<file path="src/hdl/ldrs_pkg.sv">
package ldrs_pkg;

    localparam int QUEUE_DEPTH = 8;
    localparam int IDX_W       = (QUEUE_DEPTH > 1) ? $clog2(QUEUE_DEPTH) : 1;
    localparam int CNT_W       = $clog2(QUEUE_DEPTH + 1);

    localparam int CYL_W   = 16;
    localparam int TOTAL_W = 19;
    localparam int OUT_W   = 56;

    localparam logic [CYL_W-1:0] START_RESET = 16'd53;

    typedef struct packed {
        logic load;
        logic start_batch;
        logic scan;
        logic emit;
    } ldrs_cmd_t;

    typedef struct packed {
        logic scan_last;
        logic pick_last;
        logic out_free;
    } ldrs_status_t;

endpackage

</file>
<file path="src/hdl/ldrs_ctrl.sv">
module ldrs_ctrl (
    input  logic                  clk,
    input  logic                  rst_n,
    input  logic                  s_tvalid,
    input  logic                  s_tlast,
    output logic                  s_tready,
    input  ldrs_pkg::ldrs_status_t status,
    output ldrs_pkg::ldrs_cmd_t    cmd
);

    localparam logic [1:0] ST_LOAD = 2'd0;
    localparam logic [1:0] ST_SCAN = 2'd1;
    localparam logic [1:0] ST_EMIT = 2'd2;

    logic [1:0] state_reg;
    logic [1:0] state_next;

    always_ff @(posedge clk or negedge rst_n)
    begin
        if (!rst_n)
        begin
            state_reg <= ST_LOAD;
        end
        else
        begin
            state_reg <= state_next;
        end
    end

    always_comb
    begin
        state_next      = state_reg;
        s_tready        = 1'b0;
        cmd.load        = 1'b0;
        cmd.start_batch = 1'b0;
        cmd.scan        = 1'b0;
        cmd.emit        = 1'b0;
        case (state_reg)
            ST_LOAD:
            begin
                s_tready = 1'b1;
                if (s_tvalid)
                begin
                    cmd.load = 1'b1;
                    if (s_tlast)
                    begin
                        cmd.start_batch = 1'b1;
                        state_next      = ST_SCAN;
                    end
                end
            end
            ST_SCAN:
            begin
                cmd.scan = 1'b1;
                if (status.scan_last)
                begin
                    state_next = ST_EMIT;
                end
            end
            ST_EMIT:
            begin
                if (status.out_free)
                begin
                    cmd.emit   = 1'b1;
                    state_next = status.pick_last ? ST_LOAD : ST_SCAN;
                end
            end
            default:
            begin
                state_next = ST_LOAD;
            end
        endcase
    end

endmodule

</file>
<file path="src/hdl/ldrs_datapath.sv">
module ldrs_datapath (
    input  logic                          clk,
    input  logic                          rst_n,
    input  logic                          cfg_wr_en,
    input  logic [ldrs_pkg::CYL_W-1:0]    cfg_wr_data,
    input  logic [ldrs_pkg::CYL_W-1:0]    cylinder,
    input  ldrs_pkg::ldrs_cmd_t           cmd,
    output ldrs_pkg::ldrs_status_t        status,
    output logic                          m_tvalid,
    input  logic                          m_tready,
    output logic [ldrs_pkg::OUT_W-1:0]    m_tdata,
    output logic                          m_tlast
);

    logic [ldrs_pkg::CYL_W-1:0]       start_reg;
    logic [ldrs_pkg::CYL_W-1:0]       store_reg [ldrs_pkg::QUEUE_DEPTH];
    logic [ldrs_pkg::CNT_W-1:0]       count_reg;
    logic [ldrs_pkg::CNT_W-1:0]       served_cnt_reg;
    logic [ldrs_pkg::QUEUE_DEPTH-1:0] marks_reg;
    logic [ldrs_pkg::IDX_W-1:0]       scan_idx_reg;
    logic                             found_reg;
    logic                             best_low_reg;
    logic [ldrs_pkg::IDX_W-1:0]       best_idx_reg;
    logic [ldrs_pkg::CYL_W-1:0]       best_val_reg;
    logic [ldrs_pkg::CYL_W-1:0]       head_reg;
    logic [ldrs_pkg::TOTAL_W-1:0]     sum_reg;

    logic                             out_valid_reg;
    logic [ldrs_pkg::CYL_W-1:0]       out_cyl_reg;
    logic [ldrs_pkg::CYL_W-1:0]       out_dist_reg;
    logic [ldrs_pkg::TOTAL_W-1:0]     out_total_reg;
    logic                             out_last_reg;

    logic [ldrs_pkg::CYL_W-1:0]       scan_val;
    logic                             scan_low;
    logic                             better;
    logic [ldrs_pkg::CYL_W-1:0]       seek_dist;
    logic [ldrs_pkg::TOTAL_W-1:0]     sum_next;

    assign scan_val = store_reg[scan_idx_reg];
    assign scan_low = (scan_val <= start_reg);

    // downward sweep first: highest at or below start, then lowest above it
    assign better = !marks_reg[scan_idx_reg]
                    && (!found_reg
                        || (scan_low && !best_low_reg)
                        || (scan_low && best_low_reg && (scan_val > best_val_reg))
                        || (!scan_low && !best_low_reg && (scan_val < best_val_reg)));

    assign seek_dist = (best_val_reg > head_reg) ? (best_val_reg - head_reg)
                                                 : (head_reg - best_val_reg);
    assign sum_next  = sum_reg + {{(ldrs_pkg::TOTAL_W - ldrs_pkg::CYL_W){1'b0}}, seek_dist};

    assign status.scan_last = ({{(ldrs_pkg::CNT_W - ldrs_pkg::IDX_W){1'b0}}, scan_idx_reg}
                               == (count_reg - 1'b1));
    assign status.pick_last = ((served_cnt_reg + 1'b1) == count_reg);
    assign status.out_free  = !out_valid_reg || m_tready;

    always_ff @(posedge clk or negedge rst_n)
    begin
        if (!rst_n)
        begin
            start_reg      <= ldrs_pkg::START_RESET;
            count_reg      <= '0;
            served_cnt_reg <= '0;
            marks_reg      <= '0;
            scan_idx_reg   <= '0;
            found_reg      <= 1'b0;
            head_reg       <= ldrs_pkg::START_RESET;
            sum_reg        <= '0;
            out_valid_reg  <= 1'b0;
        end
        else
        begin
            if (cfg_wr_en)
            begin
                start_reg <= cfg_wr_data;
            end
            if (m_tready && !cmd.emit)
            begin
                out_valid_reg <= 1'b0;
            end
            // requests past the queue depth are dropped
            if (cmd.load && (count_reg < ldrs_pkg::CNT_W'(ldrs_pkg::QUEUE_DEPTH)))
            begin
                count_reg <= count_reg + 1'b1;
            end
            if (cmd.start_batch)
            begin
                head_reg       <= start_reg;
                sum_reg        <= '0;
                marks_reg      <= '0;
                served_cnt_reg <= '0;
                scan_idx_reg   <= '0;
                found_reg      <= 1'b0;
            end
            if (cmd.scan)
            begin
                scan_idx_reg <= scan_idx_reg + 1'b1;
                if (better)
                begin
                    found_reg <= 1'b1;
                end
            end
            if (cmd.emit)
            begin
                out_valid_reg           <= 1'b1;
                head_reg                <= best_val_reg;
                sum_reg                 <= sum_next;
                marks_reg[best_idx_reg] <= 1'b1;
                served_cnt_reg          <= served_cnt_reg + 1'b1;
                scan_idx_reg            <= '0;
                found_reg               <= 1'b0;
                if (status.pick_last)
                begin
                    count_reg <= '0;
                end
            end
        end
    end

    always_ff @(posedge clk)
    begin
        if (cmd.load && (count_reg < ldrs_pkg::CNT_W'(ldrs_pkg::QUEUE_DEPTH)))
        begin
            store_reg[count_reg[ldrs_pkg::IDX_W-1:0]] <= cylinder;
        end
        if (cmd.scan && better)
        begin
            best_low_reg <= scan_low;
            best_idx_reg <= scan_idx_reg;
            best_val_reg <= scan_val;
        end
        if (cmd.emit)
        begin
            out_cyl_reg   <= best_val_reg;
            out_dist_reg  <= seek_dist;
            out_total_reg <= sum_next;
            out_last_reg  <= status.pick_last;
        end
    end

    assign m_tvalid = out_valid_reg;
    assign m_tlast  = out_last_reg;
    assign m_tdata  = {{(ldrs_pkg::OUT_W - 2 * ldrs_pkg::CYL_W - ldrs_pkg::TOTAL_W){1'b0}},
                       out_total_reg, out_dist_reg, out_cyl_reg};

endmodule

</file>
<file path="src/hdl/look_disk_request_scheduler_top.sv">
// requests load at one per cycle while no batch is in service; nothing is returned
// until a request with tlast arrives; each result takes one pass over the request store
// (one entry read a cycle), then is registered once the output is free
// rst_n clears the queue and the output; start position and head go back to 53
module look_disk_request_scheduler_top (
    input  logic                       clk,
    input  logic                       rst_n,
    input  logic                       cfg_wr_en,
    input  logic [ldrs_pkg::CYL_W-1:0] cfg_wr_data,   // start_position
    input  logic                       s_tvalid,
    output logic                       s_tready,
    input  logic [ldrs_pkg::CYL_W-1:0] s_tdata,       // cylinder
    input  logic                       s_tlast,
    output logic                       m_tvalid,
    input  logic                       m_tready,
    output logic [ldrs_pkg::OUT_W-1:0] m_tdata,       // served_cylinder, seek_distance,
                                                      // total_movement, zero pad
    output logic                       m_tlast
);

    ldrs_pkg::ldrs_cmd_t    cmd;
    ldrs_pkg::ldrs_status_t status;

    ldrs_ctrl u_ctrl (
        .clk      (clk),
        .rst_n    (rst_n),
        .s_tvalid (s_tvalid),
        .s_tlast  (s_tlast),
        .s_tready (s_tready),
        .status   (status),
        .cmd      (cmd)
    );

    ldrs_datapath u_datapath (
        .clk         (clk),
        .rst_n       (rst_n),
        .cfg_wr_en   (cfg_wr_en),
        .cfg_wr_data (cfg_wr_data),
        .cylinder    (s_tdata),
        .cmd         (cmd),
        .status      (status),
        .m_tvalid    (m_tvalid),
        .m_tready    (m_tready),
        .m_tdata     (m_tdata),
        .m_tlast     (m_tlast)
    );

endmodule

</file>
<file path="config.mk">
export PLATFORM = sky130hd
export DESIGN_NAME = look_disk_request_scheduler_top
export DESIGN_NICKNAME = d
export VERILOG_FILES = /design/src/hdl/ldrs_pkg.sv /design/src/hdl/ldrs_ctrl.sv /design/src/hdl/ldrs_datapath.sv /design/src/hdl/look_disk_request_scheduler_top.sv
export SDC_FILE = /design/constraint.sdc
export NUM_CORES = 1
export LEC_CHECK = 0
export ABC_AREA = 1
export BUFFER_PORTS_ARGS = -buffer_cell sky130_fd_sc_hd__clkbuf_2
export CORE_UTILIZATION = 66
export DETAILED_ROUTE_END_ITERATION = 6
export HOLD_SLACK_MARGIN = 0.12
export PLACE_DENSITY = 0.86
export SLEW_MARGIN = 5
export SYNTH_ARGS = -nofsm -noshare
export SYNTH_HDL_FRONTEND = slang
export SYNTH_SLANG_ARGS = --single-unit
</file>
<file path="constraint.sdc">
create_clock -name clk -period 10.75 [get_ports clk]
set_input_delay 0 -clock clk [delete_from_list [all_inputs] [get_ports clk]]
set_output_delay 0 -clock clk [all_outputs]
set_load 0.02 [all_outputs]
</file>
# Yosys cells after proc, flatten, opt, wreduce, memory -nomap -nowiden
# Memory sizes are Yosys's and may differ from the RTL's.
# Index checks and enable logic that the tools add are counted.
# totals
register_bits,146
latchBits,0
mem_bits_rw,128
romBits,0
in_bits,38
out_inout_bits,59
memories,1
# mem_list
name,depth,word_bits,read_ports,rd_clocked_by_memory_dff,write_ports,line_no,text
u_datapath.store_reg,8,16,1,0,1,ldrs_datapath.sv:16,logic [ldrs_pkg::CYL_W-1:0] store_reg [ldrs_pkg::QUEUE_DEPTH];
# op_classes
n_addsub,7
n_mul,0
n_div,0
order_cmp,8
eq_ne,8
shift,0
mux,40
bitwise,1
reduce_logical,25
# op_table
op,n
$mux W16,3
$mux W19,2
$gt A16 B16 Y1,2
$sub A16 B16 Y16,2
$mux W4,5
$add A19 B16 Y19,1
$le A16 B16 Y1,1
$lt A16 B16 Y1,1
$mux W1,16
$mux W8,2
$mux W2,6
$logic_and A1 B1 Y1,10
$mux W3,3
$add A4 B1 Y4 const B,2
$lt A3 B4 Y1 const B,2
$ne A2 B2 Y1 const B,4
$or A8 B8 Y8,1
$logic_not A1 Y1,6
$pmux W2 S3,1
$eq A3 B4 Y1,1
$eq A4 B4 Y1,1
$logic_or A1 B1 Y1,4
$lt A4 B4 Y1 const B,1
$reduce_and A4 Y1,1
10 further kinds,11

# Longest topological paths before layout
# Gate-level depths: netlist of the first run.
# An unclocked memory read counts as a cell.
# depth
depth_word,10
depth_mapped,28

# Hierarchy
# A second synthesis of the first run with hierarchy kept.
# unflattened
cells_unflattened,1421
hier_area_um2,13877.1
# by_module_without_submodules
mod,instances,cells_per_inst,area_per_inst_um2
ldrs_datapath,1,1398,13740.7
ldrs_ctrl,1,23,136.4

# Least setup slack after synthesis of the first run
# OpenSTA, ideal clock, no wires.
# synth_path
kind,reg-to-reg
startpoint,register u_datapath.head_reg[0] in the netlist's numbering
endpoint,register u_datapath.out_total_reg[14] in the netlist's numbering (data pin)
setup_time_ns,0.255
t_arrival_ns,3.244
setup_slack_ns,7.252
stages_incl_launch_ff,23
n_path_buf,1
synth_period_minus_slack_ns,3.498
cell_sequence,dfstp_2 -> ha_1 -> inv_1 -> fa_1 -> nand2_1 -> nand2_2 -> a21oi_2 -> o21ai_2 -> nand2_2 -> nand2_2 -> nand2_4 -> inv_4 -> buf_6 -> nand2_1 -> nand2_1 -> fa_1 -> nand3_1 -> nand2_1 -> a21oi_1 -> o21ai_0 -> nand2_1 -> nand3b_1 -> and2_1
# synth_between
elab_chain_cells,3
elab_cells_between_ends,5
# synth_lines
element,line_no,text
from (decl),ldrs_datapath.sv:25,logic [ldrs_pkg::CYL_W-1:0] head_reg;
from (signal assigned),ldrs_datapath.sv:69,head_reg <= ldrs_pkg::START_RESET;
from (signal assigned),ldrs_datapath.sv:90,head_reg <= start_reg;
from (signal assigned),ldrs_datapath.sv:108,head_reg <= best_val_reg;
"$sub A16 B16 Y16, or another cell as far along",ldrs_datapath.sv:51,: (head_reg - best_val_reg);
$mux W16 (*),ldrs_datapath.sv:50,assign seek_dist = (best_val_reg > head_reg) ? (best_val_reg - head_reg)
"named net u_datapath.seek_dist, one bit",ldrs_datapath.sv:37,logic [ldrs_pkg::CYL_W-1:0] seek_dist;
$add A19 B16 Y19 (*),ldrs_datapath.sv:52,"assign sum_next = sum_reg + {{(ldrs_pkg::TOTAL_W - ldrs_pkg::CYL_W){1'b0}}, seek_dist};"
"named net u_datapath.sum_next, one bit",ldrs_datapath.sv:38,logic [ldrs_pkg::TOTAL_W-1:0] sum_next;
to (signal assigned),ldrs_datapath.sv:138,out_total_reg <= sum_next;
to (decl),ldrs_datapath.sv:31,logic [ldrs_pkg::TOTAL_W-1:0] out_total_reg;
# The timed path passes the listed nets; every way through them passes the cells marked *.
# A chain may end at the register's enable or synchronous reset.

# Final worst setup path of the first run
# layout_path
startpoint,register u_datapath.scan_idx_reg[1] in the netlist's numbering
endpoint,"register u_datapath.best_val_reg[12] in the netlist's numbering, enable pin"
# layout_between
elab_chain_cells,8
elab_cells_between_ends,18
# layout_lines
element,line_no,text
from (decl),ldrs_datapath.sv:20,logic [ldrs_pkg::IDX_W-1:0] scan_idx_reg;
from (signal assigned),ldrs_datapath.sv:99,scan_idx_reg <= scan_idx_reg + 1'b1;
$mem_v2 Z8 W16 (*),-,
"named net u_datapath.scan_val, one bit",ldrs_datapath.sv:34,logic [ldrs_pkg::CYL_W-1:0] scan_val;
$le A16 B16 Y1,ldrs_datapath.sv:41,assign scan_low = (scan_val <= start_reg);
"$logic_and A1 B1 Y1, or another cell as far along",ldrs_datapath.sv:46,|| (scan_low && !best_low_reg)
"$logic_or A1 B1 Y1, or another cell as far along",ldrs_datapath.sv:46,
$logic_or A1 B1 Y1 / $logic_and A1 B1 Y1 (equally long branches),"ldrs_datapath.sv:47, ldrs_datapath.sv:48",
$logic_or A1 B1 Y1 (*),ldrs_datapath.sv:48,|| (!scan_low && !best_low_reg && (scan_val < best_val_reg)));
$logic_and A1 B1 Y1 (*),ldrs_datapath.sv:45,&& (!found_reg
$logic_and A1 B1 Y1 (*),ldrs_datapath.sv:128,if (cmd.scan && better)
to (signal assigned),ldrs_datapath.sv:132,best_val_reg <= scan_val;
to (decl),ldrs_datapath.sv:24,logic [ldrs_pkg::CYL_W-1:0] best_val_reg;
# The timed path passes the listed nets; every way through them passes the cells marked *. The select of a mux whose other input is x is not followed.

==> impl_results.md, run 1 <==
* Crit. End Element: flop
* # DRC at 0
* Vias/cell at 5.87
* Critical path type: flop to flop
* Layout cells sized above 1 at 11.2%
* CTS buffer count at 28
* End of the worst register-to-register path: u_datapath.best_val_reg[12]$_DFFE_PP_
* Actual slew at the worst max-slew pin at 1.14 ns
* Pleak at 7.13 nW
* First-pass GRT wire length at 55,000 um
* Yosys warns at 0
* Antenna viol nets, final at 0
* Clk_skew at 0.0264 ns
* Peak Freq at 216 MHz
* 1st-iter DRT viols at 916
* Yosys reg bits at 274
* CTS Sinks at 274
* Critical Path RT at 10.93 ns
* CP Launch Point: u_datapath.scan_idx_reg[1]$_DFFE_PN0P_
* Clock buffer depth at 3
* Register area share after synthesis at 56.5%
* Max_slew headroom at 23.8%
* R2r setup slk at 6.12 ns
* Placeable Area at 0.0204 mm2
* Die Footprint at 0.0217 mm2
* Pwr Density at 311 mW/mm2
* Synth Area per Inst at 9.77 um2
* Top-level I/O count at 97
* Drt wl/cell at 18.5 um
* Max VDD drop at 0.000170 V
* Outcome: completed
* H-Tree Depth at 1
* Die width at 147 um
* Reg2Reg Launch Point: u_datapath.scan_idx_reg[1]$_DFFE_PN0P_
* Reg2reg path depth at 17
* FP Rows at 52
* Yosys cell types at 45
* Skew-Pair Late Insertion Delay at 0.57 ns
* Final #Nets at 1,698
* Setup TNS at 0 ns
* Post-route clock period utilization at 43.0%
* Worst hold slack at 0.143 ns
* Worst Path Arrival at 4.81 ns
* Slew Viols, Final at 0
* Initial antenna violation count at 1
* Critical path startpoint category: flop
* Synthesized cell area at 0.0139 mm2
* Synthesized instance count at 1,426
* Largest net degree at the start of global routing at 78
* Final number of hold-violating endpoints at 0
* Max-cap viol count at 0
* Overall power at 0.00503 W
* Via Count at 11,000
* Post-CTS sizing at 0
* Vias in the first global route at 10,900
* Initial Utilization at 68.2%
* Pre-Repair DR Iteration Count at 7
* Clock transition at the registers of the reported paths at 0.06 ns
* Setup violators final at 0
* Detailed Route WL at 34,600 um
* IO buf count at 91
* Max reg flops at 128
* Congestion Overflow GR at 0
* Crit Path Max Fanout at 39
* Hold/Removal Path Class: primary input to asynchronous set/reset pin
* Dpl hpwl at 20,900 um
* Die height at 147 um
* GPL Wtd Cong at 0.933
* Worst Setup EP: u_datapath.best_val_reg[12]$_DFFE_PP_
* RSZ-0062 raised after global routing: no
* Layout area overhead at 16.4%
* Minimum clock period at 4.63 ns
* CTS tree: yes
* GRT Total Usage at 32.6%
* Root Buffer: clkbuf_16
-- metrics by stage --
step / util, % / instance area (um2) / setup slack, ns / instances
final: 79.3 / 16200 / 6.12 / 1867
after global routing: 79.3 / 16200 / 5.86 / 1867
after CTS: 79.3 / 16200 / 6.38 / 1866
after detailed placement: 71.3 / 14600 / 6.44 / 1747
after global placement: 71.3 / 14600 / 6.56 / 1747
after floorplan: - / 13900 / 7.25 / 1430
-- repair_timing --
| action | in CTS | in global routing |
|---|---|---|
| endpoints found under the hold margin | 222 | 0 |
| buffers inserted | 0 | 0 |
| hold buffers | 67 | 0 |
-- metal layers --
metal  part of all wire, %  wire length, um  track usage, %
met5                     0                0               0
met4                   4.3             1500            15.5
met3                   7.3             2510            4.41
met2                    50            17400            56.3
met1                    38            13200            40.7
-- cell type report --
| cell class | instances | area, um2 |
|---|---|---|
| Inverter | 160 | 603 |
| Timing Repair Buffer | 164 | 1170 |
| Sequential cell | 274 | 7870 |
| Multi-Input combinational cell | 946 | 5260 |
| Clock inverter | 16 | 216 |
| Fill cell | 1246 | 4230 |
| Clock buffer | 36 | 741 |
| Tap cell | 270 | 338 |
| Antenna cell | 1 | 2.50 |
-- cells by family (layout without fill, tap and decap cells) --
kind of cell	Yosys count	in the layout	synth area share (%)
AND/OR/NAND/NOR	518	518	15.2
AO/OA/AOI/OAI	294	294	11.6
flip-flops	274	274	56.5
buffers and inverters	210	376	6.06
adder cells (fa/ha/maj)	86	86	7.89
XOR/XNOR	43	43	2.70
other	1	6	0.0269
-- worst min-delay path by stage --
stage,startpoint,end,depth (start not counted)
5_1_grt,rst_n,u_datapath.sum_reg[13]$_DFFE_PN0P_,2
3_3_place_gp,rst_n,u_datapath.sum_reg[15]$_DFFE_PN0P_,1
6_report,rst_n,u_datapath.sum_reg[15]$_DFFE_PN0P_,2
3_5_place_dp,rst_n,u_datapath.sum_reg[15]$_DFFE_PN0P_,1
2_1_floorplan,rst_n,u_ctrl.state_reg[0]$_DFFE_PN0P_,0
4_1_cts,rst_n,u_datapath.m_tvalid$_DFFE_PN0P_,2
-- cell usage after synthesis (all sizes together) --
master | count | share of area, %
fa | 3 | 0.43
nand4 | 7 | 0.31
o21ai | 170 | 6.2
a21o | 6 | 0.32
o211ai | 4 | 0.22
inv | 160 | 4.3
xnor2 | 7 | 0.44
nor4 | 2 | 0.090
dfrtp | 66 | 12
dfstp | 8 | 1.5
a22oi | 1 | 0.054
a21oi | 59 | 2.1
and2 | 4 | 0.18
o21a | 2 | 0.11
xor2 | 36 | 2.3
o21bai | 7 | 0.38
o22ai | 19 | 0.85
nand3 | 48 | 1.8
clkbuf | 24 | 0.66
conb | 1 | 0.027
nand2 | 284 | 7.8
a31oi | 16 | 0.72
buf | 26 | 1.1
ha | 83 | 7.5
nand3b | 4 | 0.22
a22o | 10 | 0.63
nor3 | 9 | 0.36
or2 | 1 | 0.045
edfxtp | 200 | 43
nor2 | 159 | 4.4
-- critical path, cell delays in order, from the launching register on --
cell	delay, ns
dfrtp_1	0.36
buf_4	0.27
inv_1	0.83
o21ai_0	0.34
o22ai_1	0.27
nor2_1	0.07
a31oi_1	0.42
ha_1	0.22
nand2_1	0.08
nor3_1	0.30
nand2_1	0.11
nand2_1	0.10
nand2_1	0.06
nand2_1	0.07
nand2_1	0.06
nand2_1	0.05
nand2_1	0.06
inv_1	0.58
-- cell usage in the layout (no fill, tap or decap), types with 16 or more instances in the layout --
master / synthesis / layout
nand3_1: 46 / 46
nor2_1: 157 / 153
nand2_1: 277 / 277
a21oi_1: 58 / 58
o22ai_1: 19 / 19
clkbuf_16: 0 / 28
ha_1: 83 / 83
a31oi_1: 16 / 16
dlygate4sd3_1: 0 / 67
edfxtp_1: 200 / 200
inv_1: 155 / 155
o21ai_0: 165 / 165
xor2_1: 36 / 36
dfrtp_1: 66 / 65
clkbuf_2: 1 / 90
-- where the power goes --
group	switching [W]	internal [W]	total, W
clock network	0.000423	0.000589	0.00101
logic	0.00176	0.000821	0.00258
registers	0.0000801	0.00136	0.00144
Power figures use the tool's default switching activity.
==> inputs of run 2 (changes only) <==
- CORE_UTILIZATION: 66 -> 55
- PLACE_DENSITY: 0.86 -> 0.77
- clock period: 10.75 -> 3.9 ns (I/O delays scaled with it)
==> run 2 against run 1 <==
Non-clock buffer count grew 25. First-iteration DRC count down 9.8%. Clock-buffer cell count is 2 lower. Clock power rose to 2.6 times the previous value. Critical path type unchanged. Power grew to 2.8 times the previous value. Critical endpoint is now u_datapath.out_total_reg[18]$_DFFE_PP_. Core utilization is 12 points lower. Largest cell class unchanged. Sequential share of layout area down 1.0 points. Worst hold slack gained 0.12 ns.
==> impl_results.md, run 2 (synthesized netlist as in run 1, its figures left out) <==
* Critical Path RT at 4.20 ns
* Crit. End Element: flop
* Vias/cell at 5.53
* Hold/Removal Path Class: primary input to flop
* Actual slew at the worst max-slew pin at 1.06 ns
* FP Rows at 57
* Final #Nets at 1,723
* Initial Utilization at 56.6%
* Crit Path Max Fanout at 6
* # DRC at 0
* Clock buffer depth at 3
* Peak Freq at 269 MHz
* Register area at 0.00787 mm2
* Placeable Area at 0.0246 mm2
* Die height at 161 um
* IO buf count at 91
* Via Count at 10,800
* CTS buffer count at 28
* Largest net degree at the start of global routing at 76
* Die Footprint at 0.0260 mm2
* Commonest non-fill, non-tap cells in the layout: nand2_1 (275), edfxtp_1 (200), o21ai_0 (163)
* Max-cap viol count at 0
* Vias in the first global route at 10,700
* Initial antenna violation count at 0
* Clk_skew at 0.0359 ns
* Critical path startpoint category: flop
* Layout area overhead at 18.9%
* Congestion Overflow GR at 0
* Minimum clock period at 3.72 ns
* Detailed Route WL at 33,500 um
* Die width at 161 um
* Pwr Density at 854 mW/mm2
* R2r setup slk at 0.18 ns
* Total of fill cells in the finished design at 1,849
* CTS tree: yes
* Worst hold path depth at 2
* H-Tree Depth at 1
* Pleak at 7.25 nW
* Layout cells sized above 1 at 13.0%
* GPL Wtd Cong at 0.915
* Reg2reg path depth at 17
* Antenna viol nets, final at 0
* Drt wl/cell at 17.3 um
* Post-route clock period utilization at 95.3%
* Clock transition at the registers of the reported paths at 0.06 ns
* Max VDD drop at 0.000469 V
* Worst hold slack at 0.258 ns
* First-pass GRT wire length at 53,300 um
* Setup violators final at 0
* Final number of hold-violating endpoints at 0
* Placed insts at 1,823
* Skew-Pair Late Insertion Delay at 0.57 ns
* CTS Sinks at 274
* Root Buffer: clkbuf_16
* Pre-Repair DR Iteration Count at 7
* Critical path type: flop to flop
* Max_slew headroom at 29.1%
* Outcome: completed
* Max reg flops at 128
* Commonest non-fill, non-tap cell in the layout: nand2_1
* GRT Total Usage at 25.9%
* Multi-input gate area at 0.00532 mm2
* Non-Filler Instances at 1,944
* # Post-CTS Setup Buffers at 0
* Worst Path Arrival at 4.01 ns
* Slew Viols, Final at 0
* Post-layout util at 67.3%
* Dpl hpwl at 21,900 um
* 1st-iter DRT viols at 826
* Top-level I/O count at 97
[run 2: cell type report]
class	count	share of cell area [%]
Clock inverter	16	1.13
Multi-Input combinational cell	946	32.1
Antenna cell	1	0.0151
Sequential cell	274	47.5
Tap cell	324	2.45
Timing Repair Buffer	189	8.75
Inverter	160	3.64
Clock buffer	34	4.37
[run 2: layer usage]
metal	share of wire [%]	GRT usage (%)	routed length, um
met1	41	32.8	13800
met2	50	45.6	16900
met4	3.2	10.6	1090
met5	0	0	0
met3	5.1	2.67	1730
[run 2: worst max-delay path, cell delays in order (launching register included)]
cell and delay [ns]:
dfstp_2 0.53, inv_1 0.05, ha_2 0.33, a21oi_1 0.27, o21ai_4 0.14, a21oi_1 0.39, o211ai_1 0.15, nand2_1 0.09
nand2_1 0.05, nand2_1 0.06, inv_1 0.07, ha_1 0.38, nand2_1 0.12, nor4_1 0.32, nand2_1 0.08, nand2_1 0.13
nand3_1 0.10, and2_1 0.16
[run 2: final timing paths]
| check | from | endpoint |
|---|---|---|
| setup / recovery | u_datapath.head_reg[2]$_DFFE_PN1P_ | u_datapath.out_total_reg[18]$_DFFE_PP_ |
| hold / removal | s_tdata[2] | u_datapath.store_reg[3][2]$_DFFE_PP_ |
| setup reg to reg | u_datapath.head_reg[2]$_DFFE_PN1P_ | u_datapath.out_total_reg[18]$_DFFE_PP_ |
| hold reg to reg | u_datapath.found_reg$_DFF_PN0_ | u_datapath.found_reg$_DFF_PN0_ |
| max in group asynchronous | rst_n | u_datapath.head_reg[0]$_DFFE_PN1P_ |
| min in group asynchronous | rst_n | u_datapath.start_reg[5]$_DFFE_PN1P_ |
[run 2: what timing repair did]
item | in CTS | in global routing
hold buffers | 70 | 0
hold endpoints to repair | 233 | 0
resized for setup | 0 | 20
setup endpoints to repair | 0 | 18
[run 2: stage by stage]
step | total power (W) | setup WS, ns | setup TNS [ns] | area, um2
finish | 0.0141 | 0.184 | 0 | 16600
global route | 0.0151 | -0.0260 | -0.0361 | 16600
CTS | 0.0139 | 0.0866 | 0 | 16500
detailed placement | 0.0112 | 0.0968 | 0 | 14900
global placement | 0.0110 | 0.184 | 0 | 14900
floorplan | 0.00915 | 0.402 | 0 | 13900
[run 2: power breakdown]
part	switching, W	leakage, nW	total (W)	internal [W]
registers	0.000187	2.74	0.00393	0.00375
clock network	0.00111	0.437	0.00263	0.00152
logic	0.00500	4.08	0.00758	0.00258
==> inputs of run 3 (changes only) <==
- RECOVER_POWER: unset -> 50
==> run 3 against run 2 <==
The flow now finishes with violations (max-capacitance violations, max-slew violations). Via count up 0.16%. Clock power about the same. Setup slack better by 0.0018 ns. Combinational power about the same. Register-to-register slack about the same. Non-clock buffer count unchanged. Largest power group unchanged.
==> impl_results.md, run 3 (synthesized netlist as in run 1, its figures left out) <==
* Pleak at 7.00 nW
* Clock buffer depth at 3
* Minimum clock period at 3.71 ns
* Hold/Removal Path Class: primary input to flop
* CTS buffer count at 28
* Hold endpoint: u_ctrl.state_reg[1]$_DFFE_PN0P_
* Detailed Route WL at 33,700 um
* GPL Wtd Cong at 0.915
* # DRC at 0
* Final number of hold-violating endpoints at 0
* Top-level I/O count at 97
* Critical path type: flop to flop
* Root Buffer: clkbuf_16
* Commonest non-fill, non-tap cell in the layout: nand2_1
* Buf/Inv on CP at 2
* End of the worst register-to-register path: u_datapath.out_total_reg[18]$_DFFE_PP_
* Setup violators final at 0
* Die height at 161 um
* Clock transition at the registers of the reported paths at 0.06 ns
* Commonest non-fill, non-tap cells in the layout: nand2_1 (276), edfxtp_1 (200), o21ai_0 (163)
* Layout area overhead at 18.0%
* Pre-Repair DR Iteration Count at 5
* Final #Nets at 1,723
* CP max stage delay at 0.53 ns
* Register area at 0.00787 mm2
* Max VDD drop at 0.000470 V
* Hold path startpoint: m_tready
* CTS Sinks at 274
* Non-Filler Instances at 1,944
* Placeable Area at 0.0246 mm2
* Via Count at 10,800
* Vias/cell at 5.54
* Worst path top cell family by delay: simple AND/OR/NAND/NOR gates
* Worst Path Arrival at 4.01 ns
* FP Rows at 57
* Skew-Pair Late Insertion Delay at 0.57 ns
* Dpl hpwl at 21,900 um
* Drt wl/cell at 17.3 um
* Critical path startpoint category: flop
* Worst hold path depth at 5
* Slew Viols, Final at 29
* IO buf count at 91
* Crit Path Max Fanout at 6
* Max-cap viol count at 1
* Reg2reg path depth at 17
* R2r setup slk at 0.19 ns
* Placed cell area at 0.0149 mm2
* GRT Total Usage at 25.9%
* Initial antenna violation count at 0
* Crit path top cell by count: nand2_1
* CTS tree: yes
* Pwr Density at 859 mW/mm2
* Max_slew headroom at -6.93%
* Max reg flops at 128
* First-pass GRT wire length at 53,300 um
* Congestion Overflow GR at 0
* Actual slew at the worst max-slew pin at 1.60 ns
* Failing checks: max-capacitance violations, max-slew violations
* Largest net degree at the start of global routing at 76
* Setup TNS at 0 ns
* Crit-path slowest cell: dfstp_2
* Clk_skew at 0.0357 ns
* Placed insts at 1,823
* Peak Freq at 269 MHz
* Die width at 161 um
* Outcome: complete, but fails checks
* Antenna viol nets, final at 0
* Post-route clock period utilization at 95.2%
* Crit. End Element: flop
* # Post-CTS Setup Buffers at 0
* Die Footprint at 0.0260 mm2
* Critical Path RT at 4.20 ns
* Vias in the first global route at 10,700
* Reg2Reg Launch Point: u_datapath.head_reg[2]$_DFFE_PN1P_
* Multi-input gate area at 0.00532 mm2
* 1st-iter DRT viols at 833
* Final instance area at 0.0164 mm2
* H-Tree Depth at 1
* Worst path cell trace: inv_1, ha_2, a21oi_1, o21ai_4, a21oi_1, o211ai_1, nand2_1, nand2_1, nand2_1, inv_1, ha_1, nand2_1, nor4_1, nand2_1, nand2_1, nand3_1, and2_1
* Total of fill cells in the finished design at 1,902
* Layout cells sized above 1 at 7.91%
* Initial Utilization at 56.6%
-- run 3: cell type report --
type,instances,share of cell area (%)
Clock buffer,34,4.40
Timing Repair Buffer,189,8.08
Sequential cell,274,47.9
Multi-Input combinational cell,946,32.4
Antenna cell,1,0.0152
Inverter,160,3.67
Clock inverter,16,1.13
Tap cell,324,2.47
-- run 3: metrics by stage --
stage | utilization, % | power (W) | setup WS, ns | hold WS [ns]
global route | 66.8 | 0.0151 | -0.0260 | 0.339
global placement | 60.4 | 0.0110 | 0.184 | 0.0522
detailed placement | 60.4 | 0.0112 | 0.0968 | 0.0613
CTS | 67.0 | 0.0139 | 0.0866 | 0.233
floorplan | - | 0.00915 | 0.402 | -0.296
finish | 66.8 | 0.0141 | 0.185 | 0.278
-- run 3: worst max-delay path by stage --
stage,startpoint,endpoint,slack [ns],cells after the start
6_report,u_datapath.head_reg[2]$_DFFE_PN1P_,u_datapath.out_total_reg[18]$_DFFE_PP_,0.19,17
5_1_grt,u_datapath.head_reg[0]$_DFFE_PN1P_,u_datapath.out_total_reg[18]$_DFFE_PP_,-0.03,24
4_1_cts,u_datapath.head_reg[0]$_DFFE_PN1P_,u_datapath.out_total_reg[14]$_DFFE_PP_,0.09,21
3_5_place_dp,u_datapath.head_reg[0]$_DFFE_PN1P_,u_datapath.out_total_reg[14]$_DFFE_PP_,0.1,21
3_3_place_gp,u_datapath.head_reg[0]$_DFFE_PN1P_,u_datapath.out_total_reg[14]$_DFFE_PP_,0.18,21
2_1_floorplan,u_datapath.head_reg[0]$_DFFE_PN1P_,u_datapath.out_total_reg[14]$_DFFE_PP_,0.40,22
-- run 3: what timing repair did --
action,CTS,global route
hold buffers,70,0
endpoints found under the setup margin,0,18
resized for setup,0,20
hold endpoints to repair,233,0
-- run 3: per-layer routing --
layer  GRT usage, %  up-vias  part of all wire, %
met3           2.67       85                  5.3
met2           45.6      386                   50
met1           32.8     5143                   41
met4           10.6        0                  3.2
met5              0        -                    0
li1               -     5157                    -
-- run 3: report_power, final --
part | leakage (nW) | switching, W | internal, W
clock network | 0.437 | 0.00111 | 0.00152
logic | 3.82 | 0.00500 | 0.00255
registers | 2.74 | 0.000186 | 0.00375
-- run 3: tightest hold or removal path, cell delays in order --
cell and delay, ns:
dlygate4sd3_1 0.53, clkbuf_2 0.10, nor2_1 0.04, nand2_1 0.06
o21ai_0 0.07
